$ cat src/hdl/rre_pkg.sv
`timescale 1ns / 1ps
// ----------------------------------------------------------------------------
// rre_pkg
// Shared constants and seed tables of the reciprocal and reciprocal
// square-root estimate block.
// ----------------------------------------------------------------------------
package rre_pkg;

   // operation select codes
   localparam logic FUNC_RCP = 1'b0;
   localparam logic FUNC_RSQ = 1'b1;

   // double precision bit patterns
   localparam logic [63:0] EXP_MASK  = 64'h7FF0_0000_0000_0000;
   localparam logic [63:0] QNAN_BITS = 64'h7FF8_0000_0000_0000;
   localparam logic [63:0] SIGN_BIT  = 64'h8000_0000_0000_0000;
   localparam logic [10:0] EXP_ONES  = 11'h7FF;

   // exponent constants
   localparam logic [12:0] RSQ_EXP_SUB = 13'd1021;
   localparam logic [11:0] RSQ_EXP_TOP = 12'd1023;
   localparam logic [11:0] RCP_EXP_TOP = 12'd2045;

   // reciprocal square-root offsets, indexed by exponent lsb and top mantissa bits
   function automatic logic [25:0] rsq_off(input logic [4:0] idx);
      logic [25:0] v;
      unique case (idx)
         5'd0:  v = 26'h1a7e800;
         5'd1:  v = 26'h17cb800;
         5'd2:  v = 26'h1552800;
         5'd3:  v = 26'h130c000;
         5'd4:  v = 26'h10f2000;
         5'd5:  v = 26'h0eff000;
         5'd6:  v = 26'h0d2e000;
         5'd7:  v = 26'h0b7c000;
         5'd8:  v = 26'h09e5000;
         5'd9:  v = 26'h0867000;
         5'd10: v = 26'h06ff000;
         5'd11: v = 26'h05ab800;
         5'd12: v = 26'h046a000;
         5'd13: v = 26'h0339800;
         5'd14: v = 26'h0218800;
         5'd15: v = 26'h0105800;
         5'd16: v = 26'h3ffa000;
         5'd17: v = 26'h3c29000;
         5'd18: v = 26'h38aa000;
         5'd19: v = 26'h3572000;
         5'd20: v = 26'h3279000;
         5'd21: v = 26'h2fb7000;
         5'd22: v = 26'h2d26000;
         5'd23: v = 26'h2ac0000;
         5'd24: v = 26'h2881000;
         5'd25: v = 26'h2665000;
         5'd26: v = 26'h2468000;
         5'd27: v = 26'h2287000;
         5'd28: v = 26'h20c1000;
         5'd29: v = 26'h1f12000;
         5'd30: v = 26'h1d79000;
         5'd31: v = 26'h1bf4000;
         default: v = '0;
      endcase
      return v;
   endfunction

   // reciprocal square-root slopes
   function automatic logic [10:0] rsq_stp(input logic [4:0] idx);
      logic [10:0] v;
      unique case (idx)
         5'd0:  v = 11'h568;
         5'd1:  v = 11'h4f3;
         5'd2:  v = 11'h48d;
         5'd3:  v = 11'h435;
         5'd4:  v = 11'h3e7;
         5'd5:  v = 11'h3a2;
         5'd6:  v = 11'h365;
         5'd7:  v = 11'h32e;
         5'd8:  v = 11'h2fc;
         5'd9:  v = 11'h2d0;
         5'd10: v = 11'h2a8;
         5'd11: v = 11'h283;
         5'd12: v = 11'h261;
         5'd13: v = 11'h243;
         5'd14: v = 11'h226;
         5'd15: v = 11'h20b;
         5'd16: v = 11'h7a4;
         5'd17: v = 11'h700;
         5'd18: v = 11'h670;
         5'd19: v = 11'h5f2;
         5'd20: v = 11'h584;
         5'd21: v = 11'h524;
         5'd22: v = 11'h4cc;
         5'd23: v = 11'h47e;
         5'd24: v = 11'h43a;
         5'd25: v = 11'h3fa;
         5'd26: v = 11'h3c2;
         5'd27: v = 11'h38e;
         5'd28: v = 11'h35e;
         5'd29: v = 11'h332;
         5'd30: v = 11'h30a;
         5'd31: v = 11'h2e6;
         default: v = '0;
      endcase
      return v;
   endfunction

   // reciprocal offsets, indexed by top mantissa bits
   function automatic logic [22:0] rcp_off(input logic [4:0] idx);
      logic [22:0] v;
      unique case (idx)
         5'd0:  v = 23'h7ff800;
         5'd1:  v = 23'h783800;
         5'd2:  v = 23'h70ea00;
         5'd3:  v = 23'h6a0800;
         5'd4:  v = 23'h638800;
         5'd5:  v = 23'h5d6200;
         5'd6:  v = 23'h579000;
         5'd7:  v = 23'h520800;
         5'd8:  v = 23'h4cc800;
         5'd9:  v = 23'h47ca00;
         5'd10: v = 23'h430800;
         5'd11: v = 23'h3e8000;
         5'd12: v = 23'h3a2c00;
         5'd13: v = 23'h360800;
         5'd14: v = 23'h321400;
         5'd15: v = 23'h2e4a00;
         5'd16: v = 23'h2aa800;
         5'd17: v = 23'h272c00;
         5'd18: v = 23'h23d600;
         5'd19: v = 23'h209e00;
         5'd20: v = 23'h1d8800;
         5'd21: v = 23'h1a9000;
         5'd22: v = 23'h17ae00;
         5'd23: v = 23'h14f800;
         5'd24: v = 23'h124400;
         5'd25: v = 23'h0fbe00;
         5'd26: v = 23'h0d3800;
         5'd27: v = 23'h0ade00;
         5'd28: v = 23'h088400;
         5'd29: v = 23'h065000;
         5'd30: v = 23'h041c00;
         5'd31: v = 23'h020c00;
         default: v = '0;
      endcase
      return v;
   endfunction

   // reciprocal slopes
   function automatic logic [9:0] rcp_stp(input logic [4:0] idx);
      logic [9:0] v;
      unique case (idx)
         5'd0:  v = 10'h3e1;
         5'd1:  v = 10'h3a7;
         5'd2:  v = 10'h371;
         5'd3:  v = 10'h340;
         5'd4:  v = 10'h313;
         5'd5:  v = 10'h2ea;
         5'd6:  v = 10'h2c4;
         5'd7:  v = 10'h2a0;
         5'd8:  v = 10'h27f;
         5'd9:  v = 10'h261;
         5'd10: v = 10'h245;
         5'd11: v = 10'h22a;
         5'd12: v = 10'h212;
         5'd13: v = 10'h1fb;
         5'd14: v = 10'h1e5;
         5'd15: v = 10'h1d1;
         5'd16: v = 10'h1be;
         5'd17: v = 10'h1ac;
         5'd18: v = 10'h19b;
         5'd19: v = 10'h18b;
         5'd20: v = 10'h17c;
         5'd21: v = 10'h16e;
         5'd22: v = 10'h15b;
         5'd23: v = 10'h15b;
         5'd24: v = 10'h143;
         5'd25: v = 10'h143;
         5'd26: v = 10'h12d;
         5'd27: v = 10'h12d;
         5'd28: v = 10'h11a;
         5'd29: v = 10'h11a;
         5'd30: v = 10'h108;
         5'd31: v = 10'h106;
         default: v = '0;
      endcase
      return v;
   endfunction

endpackage

$ cat src/hdl/rre_rsq_est.sv
`timescale 1ns / 1ps
// ----------------------------------------------------------------------------
// rre_rsq_est
// Reciprocal square-root estimate: table seed, one 11x11 multiply, special
// operands.
// ----------------------------------------------------------------------------
module rre_rsq_est
   import rre_pkg::*;
(
   input  logic [63:0] operand_bits,
   output logic [63:0] result_bits
);

   logic        sign;
   logic [10:0] exp_f;
   logic [51:0] mant;
   logic [4:0]  idx;
   logic [10:0] mul;
   logic [21:0] prod;
   logic [31:0] val;
   logic [12:0] exp_diff;
   logic [11:0] new_exp;
   logic [37:0] hi_sum;

   assign sign  = operand_bits[63];
   assign exp_f = operand_bits[62:52];
   assign mant  = operand_bits[51:0];
   assign idx   = operand_bits[52:48];
   assign mul   = operand_bits[47:37];

   // interpolate between table points
   assign prod = {11'b0, rsq_stp(idx)} * {11'b0, mul};
   assign val  = {6'b0, rsq_off(idx)} - {10'b0, prod};

   // halved exponent, only the low 12 bits of the wrapped value survive
   assign exp_diff = {2'b0, exp_f} - RSQ_EXP_SUB;
   assign new_exp  = RSQ_EXP_TOP - exp_diff[12:1];

   // seed may carry into exponent and sign
   assign hi_sum = {new_exp, 26'b0} + {6'b0, val};

   // special operands first
   always_comb begin
      priority if (operand_bits[62:0] == 63'b0) begin
         result_bits = (operand_bits & SIGN_BIT) | EXP_MASK;
      end else if (exp_f == EXP_ONES) begin
         if (mant == 52'b0) begin
            result_bits = sign ? QNAN_BITS : 64'b0;
         end else begin
            result_bits = operand_bits;
         end
      end else if (sign) begin
         result_bits = QNAN_BITS;
      end else begin
         result_bits = {hi_sum, 26'b0};
      end
   end

endmodule

$ cat src/hdl/rre_rcp_est.sv
`timescale 1ns / 1ps
// ----------------------------------------------------------------------------
// rre_rcp_est
// Reciprocal estimate: table seed, one 10x10 multiply with rounding,
// special operands.
// ----------------------------------------------------------------------------
module rre_rcp_est
   import rre_pkg::*;
(
   input  logic [63:0] operand_bits,
   output logic [63:0] result_bits
);

   logic        sign;
   logic [10:0] exp_f;
   logic [51:0] mant;
   logic [4:0]  idx;
   logic [9:0]  mul;
   logic [19:0] prod;
   logic [20:0] prod_rnd;
   logic [31:0] val;
   logic [11:0] new_exp;
   logic [11:0] top_bits;
   logic [34:0] hi_sum;

   assign sign  = operand_bits[63];
   assign exp_f = operand_bits[62:52];
   assign mant  = operand_bits[51:0];
   assign idx   = operand_bits[51:47];
   assign mul   = operand_bits[46:37];

   // rounded half step
   assign prod     = {10'b0, rcp_stp(idx)} * {10'b0, mul};
   assign prod_rnd = {1'b0, prod} + 21'd1;
   assign val      = {9'b0, rcp_off(idx)} - {12'b0, prod_rnd[20:1]};

   // negated exponent, bit 11 of the wrapped value merges into the sign
   assign new_exp  = RCP_EXP_TOP - {1'b0, exp_f};
   assign top_bits = {new_exp[11] | sign, new_exp[10:0]};
   assign hi_sum   = {top_bits, 23'b0} + {3'b0, val};

   // special operands first
   always_comb begin
      priority if (exp_f == 11'b0) begin
         result_bits = operand_bits | EXP_MASK;
      end else if (exp_f == EXP_ONES) begin
         if (mant == 52'b0) begin
            result_bits = sign ? SIGN_BIT : 64'b0;
         end else begin
            result_bits = operand_bits;
         end
      end else begin
         result_bits = {hi_sum, 29'b0};
      end
   end

endmodule

$ cat src/hdl/reciprocal_and_rsqrt_estimate.sv
`timescale 1ns / 1ps
// ----------------------------------------------------------------------------
// reciprocal_and_rsqrt_estimate
// Table based reciprocal and reciprocal square-root estimates of a double.
// ----------------------------------------------------------------------------
// An item carries an operation select (0 reciprocal, 1 reciprocal square
// root) and a raw double. It is captured in an input register, the estimate
// is formed by a 32-entry seed table and one short multiply, and the 64-bit
// result is held in an output register, whose valid flag is rsp_valid;
// one item is accepted every cycle while rsp_ready stays high. During a
// result stall the input register takes one more item, and req_ready follows
// rsp_ready in the same cycle once both registers are full, so draining
// resumes without a bubble.
module reciprocal_and_rsqrt_estimate
   import rre_pkg::*;
(
   input  logic        clock,
   input  logic        reset,
   input  logic        req_valid,
   output logic        req_ready,
   input  logic        req_func,
   input  logic [63:0] req_operand_bits,
   output logic        rsp_valid,
   input  logic        rsp_ready,
   output logic [63:0] rsp_result_bits
);

   logic        in_vld_ff, in_vld_in;
   logic        in_func_ff;
   logic [63:0] in_op_ff;
   logic        out_vld_ff, out_vld_in;
   logic [63:0] out_res_ff;
   logic [63:0] rsq_res;
   logic [63:0] rcp_res;
   logic [63:0] est_res;
   logic        out_take;
   logic        in_take;

   // pipeline handshakes
   assign out_take  = !out_vld_ff || rsp_ready;
   assign req_ready = !in_vld_ff || out_take;
   assign in_take   = req_valid && req_ready;

   assign in_vld_in  = in_take || (in_vld_ff && !out_take);
   assign out_vld_in = out_take ? in_vld_ff : out_vld_ff;

   // estimate units
   rre_rsq_est u_rsq (
      .operand_bits (in_op_ff),
      .result_bits  (rsq_res)
   );

   rre_rcp_est u_rcp (
      .operand_bits (in_op_ff),
      .result_bits  (rcp_res)
   );

   assign est_res = (in_func_ff == FUNC_RSQ) ? rsq_res : rcp_res;

   // valid flags
   always_ff @(posedge clock) begin
      if (reset) begin
         in_vld_ff  <= 1'b0;
         out_vld_ff <= 1'b0;
      end else begin
         in_vld_ff  <= in_vld_in;
         out_vld_ff <= out_vld_in;
      end
   end

   // payload registers
   always_ff @(posedge clock) begin
      if (in_take) begin
         in_func_ff <= req_func;
         in_op_ff   <= req_operand_bits;
      end
      if (out_take && in_vld_ff) begin
         out_res_ff <= est_res;
      end
   end

   assign rsp_valid       = out_vld_ff;
   assign rsp_result_bits = out_res_ff;

   // a taken result always frees the input side
   a_ready_follows: assert property (@(posedge clock) disable iff (reset)
      rsp_ready |-> req_ready)
      else $error("input stalled while result side drains");

   // an accepted item moves from the input register to the output when rsp_ready is high while it waits there
   a_latency: assert property (@(posedge clock) disable iff (reset)
      (req_valid && req_ready) ##1 rsp_ready |=> rsp_valid)
      else $error("accepted item did not reach the output");

   // reset empties the pipeline
   a_reset_empty: assert property (@(posedge clock)
      reset |=> !rsp_valid && req_ready)
      else $error("pipeline not empty after reset");

endmodule
$ cat config.mk
export PLATFORM = sky130hd
export DESIGN_NAME = reciprocal_and_rsqrt_estimate
export DESIGN_NICKNAME = d
export VERILOG_FILES = /design/src/hdl/rre_pkg.sv /design/src/hdl/rre_rsq_est.sv /design/src/hdl/rre_rcp_est.sv /design/src/hdl/reciprocal_and_rsqrt_estimate.sv
export SDC_FILE = /design/constraint.sdc
export NUM_CORES = 1
export LEC_CHECK = 0
export ABC_AREA = 0
export BUFFER_PORTS_ARGS = -buffer_cell sky130_fd_sc_hd__buf_2
export CORE_ASPECT_RATIO = 0.7
export CORE_MARGIN = 10
export CORE_UTILIZATION = 30
export DETAILED_ROUTE_END_ITERATION = 8
export MAX_ROUTING_LAYER = met4
export SLEW_MARGIN = 20
export SYNTH_ARGS = -nofsm -noshare
export SYNTH_HDL_FRONTEND = slang
export SYNTH_SLANG_ARGS = --single-unit
export TNS_END_PERCENT = 30
$ cat constraint.sdc
create_clock -name clock -period 29.2 [get_ports clock]
set_input_delay 5.84 -clock clock [delete_from_list [all_inputs] [get_ports clock]]
set_output_delay 5.84 -clock clock [all_outputs]
set_load 0.01 [all_outputs]
==> impl_results.md <==
* Nets at ~2400
* Mux cell area share after synthesis at 0.00594
* Sum of buffers and inverters on the critical path at 2
* Worst Setup SP: rsp_ready
* Setup TNS at 0 ps
* Row cnt at 74
* Yosys cell types at about 90
* Worst Path Max Fanout at 4
* Synth Area in XOR/XNOR at 0.0406
* Most frequent cells in the layout: inv_1 (221), nand2_1 (204), ha_1 (176)
* CTS clk-pin slew, worst paths at ~80 ps
* Crit. End Element: output pin
* Worst r2r src: in_op_ff[38]$_DFFE_PP_
* Via-to-Cell Ratio at between 5 and 6
* Vias in the first global route at approximately 14000
* Slew HR at 0.235
* Synth Cell Area at ~18000 µm²
* Initial antenna violation count at 1
* Synth Area in Adders at 0.299
* Max_cap viols at 0
* Fin crit share at 0.425
* Setup bufs post-CTS at 0
* Cells along the critical path: buf_2, nor2b_1, nand2_1, buf_2
* Remaining Overflow, GRT at 0
* Top FF cell, synth: edfxtp_1
* Hold_ws at 524 ps
* Critical Path Stages at 4
* Area delta synth->final at 11.3%
* Slowest cell on crit path: nor2b_1
* Synth Area in Compound Gates at 0.146
* TritonRoute pass-1 iters at 5
* Post-synthesis sequential area ratio at 0.275
* Worst Clk Skew at roughly 12 ps
* Fin. Hold Viols at 0
* Die area at between 60000 and 70000 µm²
* Sink Count at 181
* Post-cts hold buffer count at 0
* Commonest non-fill, non-tap cell in the layout: inv_1
* I/O Buffers at approximately 130
* Crit Reg-Reg Endpoint: rsp_result_bits[62]$_DFFE_PP_
* CTS tree: built
* Antenna-violating nets left at 0
* Die Width at 312 µm
* Post_cts resized at 0
* GPL Wtd Cong at 0.885
* Worst reg-to-reg setup slack at between 15000 and 20000 ps
* Worst EP arrival at 6570 ps
* Initial DRC count at about 1500
* Initial Util at 0.305
* H-tree depth at 4
* Clk root buf: clkbuf_16
* YS warnings at 0
* FF+latch count, synth at about 180
* Core ar. at 58700 µm²
* Final worst setup slack at about 17000 ps
* Worst Setup EP: req_ready
* Dpl ws at around 17000 ps
* RSZ-0062 raised after global routing: no
* Placed wire-length estimate at slightly above 40000 µm
* Drt total wl at between 50000 and 60000 µm
* FILL cells at ~6100
* DR WL/cell at between 15 and 20 µm
* Critical Path RT at approximately 23000 ps
* Largest family of logic cells by synthesized area: adder cells
* Io pins at around 140
* Clock Tree Buf Depth at 2
* Synth Area in Simple Gates at 0.162
* Fin. max-slew vios at 0
* Crit path launch type: input pin
* Cell count after synthesis at around 1900
* Status: finished clean
* Worst hold path type: flip-flop to flip-flop
* Worst path most repeated cell: buf_2
* Share of post-route cells with drive strength above 1 at 0.115
* EDFF count, synth at 129
* Syn Area/Cell at 9.37 µm²
* Slowest stage delay, CP at roughly 290 ps
* Final min period at 12410 ps
* Worst-Skew Late Latency at ~470 ps
* Fmax achieved at 80.6 MHz
* Die height at ~220 µm
* Syn Nets at 2312
* Worst-margin pin slew at approximately 1100 ps
* DRC at 0
* Top delay family on crit path: simple AND/OR/NAND/NOR gates
* Final setup viols at 0
* Placed Cells at 2757
* Total track usage at 0.152
* Largest net degree at the start of global routing at 68
* R2R cell count at 39
* Post-synth ARST share at 0
* Fin cells at between 2000 and 3000
* First-pass GRT wire length at just over 80000 µm
* WS Path Type: input pin to output pin
* Via Count at about 14000
* Number of buffers created by CTS at 17
==> final cells by class <==
| class | count | area [µm²] | share of cell area |
|---|---|---|---|
| antenna | 3 | 7.51 | 0.000377 |
| clock inverter | 15 | 173 | 0.00867 |
| inverter | 222 | 833 | 0.0418 |
| sequential | 181 | 4910 | 0.247 |
| clock buffer | 17 | 425 | 0.0214 |
| multi-input combinational | 1402 | 11700 | 0.590 |
| tap | 798 | 998 | 0.0501 |
| timing repair buffer | 154 | 821 | 0.0412 |
==> kinds of logic after synthesis <==
| group | count (synthesis) |
|---|---|
| AOI/OAI and AO/OA | 395 |
| xor gates and xnor gates | 80 |
| adders and majority gates | 333 |
| buffers and inverters | 327 |
| DFF | 181 |
| muxes | 10 |
| and+or+nand+nor | 584 |
==> stage by stage <==
step / cell area, µm² / util
2_1_floorplan: 17900 / -
4_1_cts: 19900 / 0.339
6_report: 19900 / 0.339
5_1_grt: 19900 / 0.339
3_5_place_dp: 19300 / 0.329
3_3_place_gp: 19300 / 0.329
==> worst min path at each step <==
stage	startpoint	end	slack, ps	cells after the start
global placement	in_vld_ff$_SDFF_PP0_	rsp_valid$_SDFFE_PP0P_	510	2
floorplan	in_vld_ff$_SDFF_PP0_	rsp_valid$_SDFFE_PP0P_	480	2
global route	in_vld_ff$_SDFF_PP0_	rsp_valid$_SDFFE_PP0P_	560	2
CTS	in_vld_ff$_SDFF_PP0_	rsp_valid$_SDFFE_PP0P_	530	2
detailed placement	in_vld_ff$_SDFF_PP0_	rsp_valid$_SDFFE_PP0P_	510	2
finish	in_vld_ff$_SDFF_PP0_	rsp_valid$_SDFFE_PP0P_	520	2
==> Yosys cell counts (15+ instances only) <==
| cell | count | share of area |
|---|---|---|
| o211ai_1 | 15 | 0.0063 |
| o21a_1 | 17 | 0.0071 |
| a31oi_1 | 15 | 0.0052 |
| a21o_1 | 22 | 0.0092 |
| o22ai_1 | 19 | 0.0066 |
| dfxtp_1 | 52 | 0.058 |
| xor2_1 | 30 | 0.015 |
| clkbuf_1 | 85 | 0.018 |
| ha_1 | 176 | 0.12 |
| edfxtp_1 | 129 | 0.22 |
| o21ai_0 | 92 | 0.026 |
| a22oi_1 | 15 | 0.0063 |
| and2_1 | 163 | 0.057 |
| nor2_1 | 88 | 0.018 |
| nor4_1 | 21 | 0.0073 |
| inv_1 | 222 | 0.047 |
| xnor2_1 | 48 | 0.023 |
| nor3_1 | 21 | 0.0059 |
| fa_1 | 157 | 0.18 |
| nand2_1 | 204 | 0.043 |
| a21oi_1 | 99 | 0.028 |
| nand3_1 | 35 | 0.0098 |
==> routing by layer <==
metal | vias up | wire (µm) | global-route usage
li1 | 6640 | - | -
met1 | 7062 | 25900 | 0.224
met2 | 503 | 21200 | 0.205
met3 | 38 | 4480 | 0.0388
met4 | 0 | 591 | 0.0304
met5 | - | 0 | -
==> worst register-to-register path: cells and delay by family (launching register included) <==
family                   cells  cell delay (ps)
adder cells (fa/ha/maj)      9             3860
buffers and inverters        7              770
AO/OA/AOI/OAI               14             2640
XOR/XNOR                     1              160
flip-flops                   1              330
AND/OR/NAND/NOR              8             1630
Power is not shown: default switching activity piles up to over one toggle a cycle in this logic, so the estimate is an artifact.
